**src/rtl/core/srw_pkg.sv**
```systemverilog
// ----------------------------------------------------------------------------
// srw_pkg: shared types and constants for the sequence replay window
// Depth of the cell row, field widths, outcome codes and controller states.
// ----------------------------------------------------------------------------
package srw_pkg;

  // cell row
  localparam int WindowDepth = 256;
  localparam int OccW        = $clog2(WindowDepth + 1);

  // match reduction: cells are ORed in groups, one register level per stage
  localparam int GroupSize = 16;
  localparam int NumGroups = (WindowDepth + GroupSize - 1) / GroupSize;

  // field widths
  localparam int SeqW     = 64;
  localparam int OutcomeW = 2;
  localparam int CfgW     = 9;
  localparam int OutW     = OutcomeW + 1 + SeqW;
  localparam int OutBytesW = ((OutW + 7) / 8) * 8;

  // window arithmetic width, wide enough for the register and for the count
  localparam int WinW = (CfgW > OccW) ? CfgW : OccW;

  localparam logic [CfgW-1:0] WindowReset   = CfgW'(256);
  localparam logic [WinW-1:0] DefaultWindow = WinW'(256);
  localparam logic [WinW-1:0] DepthLimit    = WinW'(WindowDepth);

  // apb port
  localparam int AddrW = 3;
  localparam int DataW = 32;
  localparam logic REG_WINDOW_SIZE = 1'b0;  // word index of window_size

  typedef enum logic [OutcomeW-1:0] {
    OUT_ACCEPTED  = 2'd0,
    OUT_REORDERED = 2'd1,
    OUT_REPLAYED  = 2'd2
  } outcome_e;

  typedef enum logic [1:0] {
    ST_IDLE,
    ST_MATCH,
    ST_REDUCE,
    ST_DECIDE
  } state_e;

endpackage

```
**src/rtl/core/srw_match_reduce.sv**
```systemverilog
// ----------------------------------------------------------------------------
// srw_match_reduce: registered OR tree over the cell match flags
// First level ORs each group of cells into a register, the last level ORs
// the group registers into a single hit.
// ----------------------------------------------------------------------------
module srw_match_reduce
  import srw_pkg::*;
(
  input  logic                   clk_i,
  input  logic                   rst_ni,
  input  logic [WindowDepth-1:0] match_i,
  output logic                   hit_o
);

  logic [NumGroups*GroupSize-1:0] match_pad;
  logic [NumGroups-1:0]           group_d;
  logic [NumGroups-1:0]           group_q;

  // pad the row to whole groups
  assign match_pad = (NumGroups*GroupSize)'(match_i);

  // group level
  always_comb begin
    for (int g = 0; g < NumGroups; g++) begin
      group_d[g] = |match_pad[g*GroupSize +: GroupSize];
    end
  end

  always_ff @(posedge clk_i or negedge rst_ni) begin
    if (!rst_ni) begin
      group_q <= '0;
    end else begin
      group_q <= group_d;
    end
  end

  // final level
  assign hit_o = |group_q;

endmodule
```
**config.mk**
```make
export PLATFORM = sky130hd
export DESIGN_NAME = srw_match_reduce
export DESIGN_NICKNAME = d
export VERILOG_FILES = /design/src/rtl/core/srw_pkg.sv /design/src/rtl/core/srw_match_reduce.sv
export SDC_FILE = /design/constraint.sdc
export NUM_CORES = 1
export LEC_CHECK = 0
export ABC_CLOCK_PERIOD_IN_PS = 800
export BUFFER_PORTS_ARGS = -buffer_cell sky130_fd_sc_hd__buf_4
export CAP_MARGIN = 15
export CORE_AREA = 4 4 99 101
export DETAILED_ROUTE_END_ITERATION = 6
export DIE_AREA = 0 0 103 105
export SYNTH_ARGS = -nofsm -noshare
export SYNTH_HDL_FRONTEND = slang
export SYNTH_SLANG_ARGS = --single-unit
```
**constraint.sdc**
```tcl
create_clock -name clk_i -period 0.8 [get_ports clk_i]
set_input_delay 0.16 -clock clk_i [delete_from_list [all_inputs] [get_ports clk_i]]
set_output_delay 0.16 -clock clk_i [all_outputs]
set_load 0.02 [all_outputs]
```
== Word level (Yosys, flattened, before mapping) ==
Cells that the tools add are included.
Widths: inputs -> output; s select.

* Bits of input ports: 258
* RAM bits: 0
* Memories kept: 0
* Register bits after elaboration: 16
* Bits in read-only memories: 0
* Output and inout port bits: 1
* Latch bits: 0
* Logic and storage cells: 18

* Multipliers: 0
* Shift operators: 0
* Add/subtract/negate cells: 0
* Divide/modulo/power cells: 0
* Reduce and logical (&&, ||, !) cells: 17
* Multiplexer cells: 0
* Bitwise gates (word level): 0
* Equality and inequality tests: 0
* $lt $le $gt $ge: 0

{| class="wikitable"
|+ Operator list
! kind !! count
|-
| $reduce_or 16->1 || 17
|}

== Longest topological paths before layout ==
* Depth after elaboration: 1
* Mapped depth: 2
* Mapped depth without buffers: 2

== Least setup slack after synthesis ==
OpenSTA, ideal clock, no wires.

* Kind: reg2out
* From: register group_q[10]
* To: output hit_o
* Arrival time: 854 ps
* Path buffers: 0
* Setup slack: -214 ps
* Stages on the path, launching flop included: 3
* Cells stage by stage: dfrtp_1 > nor4_1 > nand4_1

* Cells in the longest elaborated chain, start to end: 1

{| class="wikitable"
|+ Ends and longest elaborated chain
! what !! RTL line !! RTL
|-
| start: declaration || srw_match_reduce.sv:17 || <nowiki>logic [NumGroups-1:0] group_q;</nowiki>
|-
| start signal: assignment || srw_match_reduce.sv:33 || <nowiki>group_q <= group_d;</nowiki>
|-
| $reduce_or 16->1 || srw_match_reduce.sv:38 || <nowiki>assign hit_o = |group_q;</nowiki>
|-
| end: declaration || srw_match_reduce.sv:12 || <nowiki>output logic hit_o</nowiki>
|}

Every way passes these cells.

== Worst setup path after layout ==
* From: register group_q[14]
* To: output hit_o

Same word-level chain as after synthesis.

==> impl_metrics.csv <==
group,metric,value,unit
clock_tree,cts-root-buf,"clkbuf_8",
placed_design,routabilityCongestion,0.874,
clock_tree,clkTransAtPathRegs,50,ps
drt,drc,0,
synthesis,yosysTopAreaCellShare,45.6,%
synthesis,ys_types,3,
floorplan,die_area,10800,sq um
synthesis,synth_ff_type,"dfrtp_1",
synthesis,synthTopCellsByCount,"nor4_1, nand4_1, dfrtp_1",
floorplan,core_area,9020,sq um
pwr,p_sw,0.458,mW
setup_path,cp-end-kind,"output port",
synthesis,ys_seq_area_share,43.0,%
floorplan,initial_core_util,10.3,%
layout,area_growth,230,%
synthesis,synth.largest_area_cell,"nor4_1",
setup_path,path_max_fanout,1,
timing,period_minus_slack,1340,ps
drt,via_per_inst,4.30,
drt,wl,7270,um
timing,worstMarginPinSlew,327,ps
timing,fin_crit_sh,168,%
synthesis,ys_ff_latch,16,
synthesis,syn_area_per_cell,9.23,sq um
pwr,sw_frac_of_total,18.9,%
timing,rsz0062_at_grt,"true",
pwr,vdd_drop_max,356,uV
synthesis,synth_edf_count,0,
synthesis,ys_top_cells_by_area,"nor4_1, dfrtp_1, nand4_1",
floorplan,die_y,105,um
pwr,p_clk_share,22.8,%
synthesis,synthCells,101,
floorplan,row_count,35,
hold_path,min_path_type,"primary input to register",
run_status,violations,"setup timing",
run_status,status,"finished, violations left",
synthesis,syn_area,932,sq um
clock_tree,cts.sink_count,16,
layout,largestRegisters,"group_q (16)",
setup_path,critPathRequiredTime,640,ps
drt,drt_first_iter_violations,47,
grt,antenna_found_initial,0,
grt,grt_pass1_vias,2293,
placed_design,placement.io_buffers,258,
setup_path,arrival,1180,ps
grt,gr-total-overflow,0,
drt,vias,2037,
floorplan,fp.dieW,103,um
grt,grt_start_max_net_pins,17,
drt,drt_first_pass_iters,4,
clock_tree,cts_buffers,3,
drt,antenna_left,0,
layout,antenna_cells,0,
synthesis,synth-async-reset-ratio,100,%
pwr,power_density,787,nW/um^2
setup_path,critPathLaunchType,"register",
setup_path,path_class,"register to output port",
timing,layout_setup_ws,-543,ps
pwr,p_int,1.96,mW
timing,slew_headroom,78.0,%
timing,hold_violations,0,
timing,slew_viol_final,0,
floorplan,io_pins,259,
clock_tree,clockBufferDepth,2,
clock_tree,cts-htree-levels,1,
drt,wire_per_inst,15.3,um
grt,grtUsageTotal,12.5,%
synthesis,ys_warn_count,0,
clock_tree,cts_tree,"yes",
layout,drive_gt1_share,72.7,%
grt,grt_pass1_wl,10300,um
pwr,leakage,1.44,nW
timing,setup_violations,1,
job,maxCapViolCount,0,
pwr,power.total,2.42,mW
layout,largest-register,"group_q",
pwr,power.share.sequential,33.5,%
clock_tree,cts_setup_buffers,0,
timing,max_freq,0.745,GHz
pwr,p_comb_share,43.7,%
synthesis,synth_nets,359,
timing,hold_slack,125,ps
layout,largest_reg_flops,16,
synthesis,yosysMostFrequentCell,"nor4_1",
layout,nets,623,
[power groups by stage]
stage / combinational [mW] / clock [mW] / sequential (mW)
after floorplan: 0.0585 / 0 / 0.824
after global routing: 1.14 / 0.615 / 0.809
final: 1.06 / 0.552 / 0.810
after detailed placement: 1.06 / 0 / 0.824
after global placement: 1.04 / 0 / 0.824
after CTS: 1.07 / 0.578 / 0.810
[layout make-up]
type                       count  area [sq um]
fill                         920          5940
timing repair buffer         259          1950
multi-input combinational     85           551
sequential                    16           400
tap                          111           139
clock buffer                   3          41.3
[cell families after synthesis]
logic type / share of synthesized area, %
DFF: 43.0
and+or+nand+nor: 57.0
[repair_timing]
| action | CTS | global route |
|---|---|---|
| resized for setup | 3 | 0 |
| endpoints found under the hold margin | 16 | 0 |
| gates cloned | 0 | 0 |
| pin swaps | 1 | 1 |
| hold buffers | 1 | 0 |
| endpoints found under the setup margin | 1 | 1 |
[per-layer routing]
metal | track usage, % | routed length (um)
met5 | 0 | 0
met4 | 3.42 | 89
met3 | 2.87 | 782
met2 | 22.6 | 3890
met1 | 14.4 | 2510
[critical path, cell delays in order (launching register included)]
cell and delay [ps]:
dfrtp_1 370, nor4_2 280, nand4_1 130, buf_4 180
[placed cells by master (no fill, tap or decap)]
master	count
dlygate4sd3_1	1
clkbuf_8	3
nor4_1	65
nand4_1	17
nor4_2	3
dfrtp_1	16
buf_4	258
[final timing paths]
path	cells after the start	end	slack [ps]	from
min in group asynchronous	2	group_q[14]$_DFF_PN0_	330	rst_ni
max in group asynchronous	2	group_q[7]$_DFF_PN0_	300	rst_ni
max	3	hit_o	-540	group_q[14]$_DFF_PN0_
min	3	group_q[8]$_DFF_PN0_	130	match_i[137]
[through the flow]
step	setup WS [ps]	cell area (sq um)	setup TNS, ps	utilization, %	cells
2_1_floorplan	-214	932	-214	-	101
3_3_place_gp	-335	3010	-2480	33.3	470
3_5_place_dp	-394	3010	-2420	33.3	470
4_1_cts	-575	3080	-575	34.1	474
5_1_grt	-632	3080	-632	34.1	474
6_report	-543	3080	-543	34.1	474
(Power assumes the default switching activity.)
