File: config.mk
export PLATFORM = sky130hd
export DESIGN_NAME = srw_cell
export DESIGN_NICKNAME = d
export VERILOG_FILES = /design/src/rtl/core/srw_pkg.sv /design/src/rtl/core/srw_cell.sv
export SDC_FILE = /design/constraint.sdc
export NUM_CORES = 1
export LEC_CHECK = 0
export BUFFER_PORTS_ARGS = -buffer_cell sky130_fd_sc_hd__buf_2
export CORE_MARGIN = 1
export CORE_UTILIZATION = 35
export CTS_CLUSTER_DIAMETER = 50
export DETAILED_ROUTE_END_ITERATION = 12
export GPL_ROUTABILITY_DRIVEN = 0
export PLACE_DENSITY_LB_ADDON = 0.12
export SYNTH_ARGS = -nofsm -noshare
export SYNTH_HDL_FRONTEND = slang
export SYNTH_SLANG_ARGS = --single-unit
File: constraint.sdc
create_clock -name clk_i -period 1.18 [get_ports clk_i]
set_input_delay 0.295 -clock clk_i [delete_from_list [all_inputs] [get_ports clk_i]]
set_output_delay 0.295 -clock clk_i [all_outputs]
set_load 0.05 [all_outputs]
File: src/rtl/core/srw_pkg.sv
// ----------------------------------------------------------------------------
// srw_pkg: shared types and constants for the sequence replay window
// Depth of the cell row, field widths, outcome codes and controller states.
// ----------------------------------------------------------------------------
package srw_pkg;

  // cell row
  localparam int WindowDepth = 256;
  localparam int OccW        = $clog2(WindowDepth + 1);

  // match reduction: cells are ORed in groups, one register level per stage
  localparam int GroupSize = 16;
  localparam int NumGroups = (WindowDepth + GroupSize - 1) / GroupSize;

  // field widths
  localparam int SeqW     = 64;
  localparam int OutcomeW = 2;
  localparam int CfgW     = 9;
  localparam int OutW     = OutcomeW + 1 + SeqW;
  localparam int OutBytesW = ((OutW + 7) / 8) * 8;

  // window arithmetic width, wide enough for the register and for the count
  localparam int WinW = (CfgW > OccW) ? CfgW : OccW;

  localparam logic [CfgW-1:0] WindowReset   = CfgW'(256);
  localparam logic [WinW-1:0] DefaultWindow = WinW'(256);
  localparam logic [WinW-1:0] DepthLimit    = WinW'(WindowDepth);

  // apb port
  localparam int AddrW = 3;
  localparam int DataW = 32;
  localparam logic REG_WINDOW_SIZE = 1'b0;  // word index of window_size

  typedef enum logic [OutcomeW-1:0] {
    OUT_ACCEPTED  = 2'd0,
    OUT_REORDERED = 2'd1,
    OUT_REPLAYED  = 2'd2
  } outcome_e;

  typedef enum logic [1:0] {
    ST_IDLE,
    ST_MATCH,
    ST_REDUCE,
    ST_DECIDE
  } state_e;

endpackage

File: src/rtl/core/srw_cell.sv
// ----------------------------------------------------------------------------
// srw_cell: one slot of the recent-number row
// Holds one stored sequence number, passes it to the older neighbor on a
// push and flags a registered match against the broadcast key.
// ----------------------------------------------------------------------------
module srw_cell
  import srw_pkg::*;
(
  input  logic            clk_i,
  input  logic            rst_ni,
  input  logic            shift_en_i,
  input  logic [SeqW-1:0] entry_i,
  input  logic            valid_i,
  input  logic [SeqW-1:0] key_i,
  output logic [SeqW-1:0] entry_o,
  output logic            match_o
);

  logic [SeqW-1:0] entry_q;
  logic            match_q;
  logic            match_d;

  // stored number moves one cell older on each push
  always_ff @(posedge clk_i) begin
    if (shift_en_i) begin
      entry_q <= entry_i;
    end
  end

  // compare only while the slot lies inside the occupancy
  assign match_d = valid_i && (entry_q == key_i);

  always_ff @(posedge clk_i or negedge rst_ni) begin
    if (!rst_ni) begin
      match_q <= 1'b0;
    end else begin
      match_q <= match_d;
    end
  end

  assign entry_o = entry_q;
  assign match_o = match_q;

endmodule

# Word-level counts from Yosys, hierarchy flattened

Index checks and enable logic that the tools add are counted.

$mul: 0
Shifts and indexed selects: 0
Bitwise logic cells: 0
Equality and inequality tests: 1
Magnitude comparators: 0
Reduce and logical (&&, ||, !) cells: 1
Add/subtract/negate cells: 0
Mux-type cells: 0
Div/mod/pow operators: 0

Operators by type and width:

| operator          | count |
|---|---|
| $eq 64x64->1      | 1 |
| $logic_and 1x1->1 | 1 |

Memories kept: 0
Bits in latches: 0
Output and inout bits: 65
RAM bits: 0
Bits in read-only memories: 0
Bits in registers: 65

# Logic depth before layout (Yosys ltp)

Word-level depth: 2
Depth in mapped cells: 5
Gate-level depth less buffers: 5

# Worst setup path before layout

No wires, ideal clock.

Path type: register -> register
From: register entry_q[11], in the netlist entry_o[11]
To: register match_q, in the netlist match_o
Required time: 1,084 ps
Data arrival time: 1,470 ps
Path slack: -386 ps
Clock period less this slack: 1,566 ps
Setup time: 96 ps
Stages on the path, launching flop included: 5
Path buffers: 0
Cell sequence: edfxtp_1 xor2_1 nor4_1 nand4_1 nor4_2

Longest elaborated chain between the ends: 2

Ends and longest elaborated chain:

| item                     | line           | text |
|---|---|---|
| start: declaration       | srw_cell.sv:19 | `logic [SeqW-1:0] entry_q;` |
| start signal: assignment | srw_cell.sv:26 | `entry_q <= entry_i;` |
| $eq 64x64->1             | srw_cell.sv:31 | `assign match_d = valid_i && (entry_q == key_i);` |
| $logic_and 1x1->1        | srw_cell.sv:31 |  |
| via match_d              | srw_cell.sv:21 | `logic match_d;` |
| end signal: assignment   | srw_cell.sv:37 | `match_q <= match_d;` |
| end: declaration         | srw_cell.sv:20 | `logic match_q;` |

The timed path passes the listed nets, and every way through them passes these cells.
A chain may end at the register's enable or synchronous reset.

# Worst setup path in the final report

From: register entry_q[28], in the netlist entry_o[28]
To: register match_q, in the netlist match_o

The elaborated chain is that of the path after synthesis.

==> results.ini <==
[hold_path]
hold_path_startpoint = entry_i[25]
hold_depth = 1
holdCritPathClass = primary input to flip-flop
holdPathEnd = entry_o[25]

[critical_path]
cp.required_ns = 1.41
r2r_start = entry_o[28]
r2r_cells = 5
crit_fanout = 2
r2r-end = match_o
path_class = flip-flop to flip-flop
r2r_slack_ns = -0.44
startpoint_type = flip-flop
critPathArrivalTime_ns = 1.85
crit_path_end_kind = flip-flop

[floorplanning]
initial_core_util_pct = 36.5
die-area_um2 = 8010
die_y_um = 89.5
row_count = 31
io_pins = 197
coreArea_um2 = 7330
die_w_um = 89.5

[synthesis]
synth_top_area_share_pct = 71.7
synth.area.top_cells = edfxtp_1 72%, xnor2_1 9.2%, xor2_1 7.2%, nand4_1 2.1%, inv_1 2.0%
syn_avg_cell_area_um2 = 16.3
synth_edf_count = 64
synth_xor_area_share_pct = 16.3
synth_compound_area_share_pct = 4.02
synth_top_family_by_area = XOR/XNOR gates
yosys.area_share.simple_pct = 5.00
synthAdderAreaFrac_pct = 0
synthTopCellsByCount = 64 x edfxtp_1, 28 x xnor2_1, 22 x xor2_1
synth.most_common_cell = edfxtp_1
synth_top_area_cell = edfxtp_1
ys_warn_count = 0
synth-main-ff-cell = edfxtp_1
synth-async-reset-ratio_pct = 1.54
ys_ff_latch = 65
syn_nets = 296
synthMuxAreaShare_pct = 0
yosysUniqueCellTypes = 17
syn-cell-area_um2 = 2680
yosysSeqAreaShare_pct = 72.7
netlist_instances = 164

[layout]
layout-drive-gt1-share_pct = 58.4
seqCellArea_um2 = 1950
stdcell_count = 496
fillers = 597
fin_area_um2 = 4630
antenna_cells = 0
fin_util_pct = 63.2
syn2layout_area_growth_pct = 73.0
multi_input_area_um2 = 698
nets = 524

[timing]
timing.final.ws_setup_ns = -0.439
layout_worst_path_cycle_share_pct = 137
slew_headroom_pct = 77.3
min_period_ns = 1.62
grt_setup_unrepaired = true
final.setup_skew_ns = 0.00528
fmax_mhz = 618
finalSetupViolCount = 65
tightest_slew_ns = 0.338
slew_viol_final = 0
finalHoldViolCount = 0

[detailed_routing]
routed_wl_um = 7430
vias = 2237
vias_per_cell = 4.51
ant_nets = 0
wire_per_inst_um = 15.0
drtIter0Drc = 52
drcViolationCount = 0
drt_pass1_iterations = 4

[power]
power_w = 0.00634
p_clk_share_pct = 28.0
switchingPower_w = 0.00191
p_int_w = 0.00443
p_sw_share_pct = 30.1
peakVddDrop_mv = 0.663
pwr_density_cell_nw_per_um2 = 1370
p_leak_nw = 2.04
share_comb_of_total_power_pct = 26.3
seqPwrFrac_pct = 45.7

[global_routing]
grt_antenna_before_repair = 0
grt_pass1_wl_um = 10500
grt_max_degree = 33
grt_usage_pct = 18.4
grt_pass1_vias = 2352
overflow = 0

[cts]
clock-sinks = 65
cts_buffers = 9
cts_root_buf = clkbuf_8
htree_levels = 3
cts_buffer_depth = 2
clock_latency_ns = 0.33
cts.clk_slew.worst_paths_ns = 0.07
cts_tree = done

[placement]
dp.cells = 474
hpwlAfterDp_um = 5640
dp_slack_ns = -0.475
placed_area_um2 = 3920
portBuffers = 196

[status]
failed_checks = negative setup slack
status = complete, but fails checks

[flow_run]
maxCapViolCount = 0

metal layers:
metal	vias to the layer above	routed length, um	global-route usage [%]
met3	15	661	6.46
met4	0	174	9.24
met1	1021	2590	18.7
met2	123	4010	33.3
met5	-	0	0
li1	1078	-	-
worst max-delay path by stage:
stage           startpoint       to  slack (ns)
4_1_cts        entry_o[28]  match_o       -0.46
3_5_place_dp    entry_o[6]  match_o       -0.48
5_1_grt        entry_o[28]  match_o       -0.54
2_1_floorplan  entry_o[11]  match_o       -0.39
3_3_place_gp     key_i[28]  match_o       -0.46
6_report       entry_o[28]  match_o       -0.44
power by group through the flow:
| stage | logic (W) | clock network (W) | registers [W] |
|---|---|---|---|
| global placement | 0.00138 | 0 | 0.00290 |
| floorplan | 0.000223 | 0 | 0.00352 |
| detailed placement | 0.00139 | 0 | 0.00291 |
| global route | 0.00176 | 0.00192 | 0.00292 |
| finish | 0.00167 | 0.00177 | 0.00290 |
| CTS | 0.00164 | 0.00184 | 0.00290 |
layout by cell type (no fill, tap or decap), drive strengths merged:
master / count
buf: 216
edfxtp: 64
xnor2: 28
xor2: 22
inv: 14
clkbuf: 12
nand4: 9
nor4: 9
o22ai: 5
a221oi: 3
clkinv: 3
nand3: 2
o2bb2ai: 2
a2bb2oi: 1
o21ai: 1
a222oi: 1
a22o: 1
nor3: 1
bufinv: 1
dlygate4sd3: 1
dfrtp: 1
state kept, by name, summed over array words and instances (netlist names):
signal	cells
match_o	1
entry_o	64
final cells by class:
cell class	count	share of cell area [%]
sequential	65	42.0
timing repair buffer	217	35.3
clock buffer	12	2.92
tap	99	2.67
inverter	14	1.13
multi-input combinational	85	15.1
clock inverter	4	0.945
timing repair:
item,4_1_cts,5_1_grt
resized for setup,140,11
buffers inserted,4,3
setup endpoints to repair,66,66
hold buffers,1,0
pin swaps,0,1
endpoints found under the hold margin,1,0
critical path, stage by stage, from the launching register on:
cell and delay [ns]:
edfxtp_1 0.41, xor2_1 0.17, nor4_2 0.29, buf_4 0.15, nand4_1 0.19, nor4_2 0.31
metrics by stage:
stage	hold WS [ns]	setup TNS, ns
final	0.139	-3.87
after floorplan	-0.000591	-0.386
after CTS	0.120	-5.17
after global routing	0.114	-6.79
after detailed placement	0.0789	-0.475
after global placement	0.0765	-0.457
logic make-up after synthesis:
logic type                count (synthesis)
and+or+nand+nor                          21
buffers and inverters                    14
DFF                                      65
AOI/OAI and AO/OA                        14
xor gates and xnor gates                 50
Note: power is estimated with default switching activity, not from simulation.
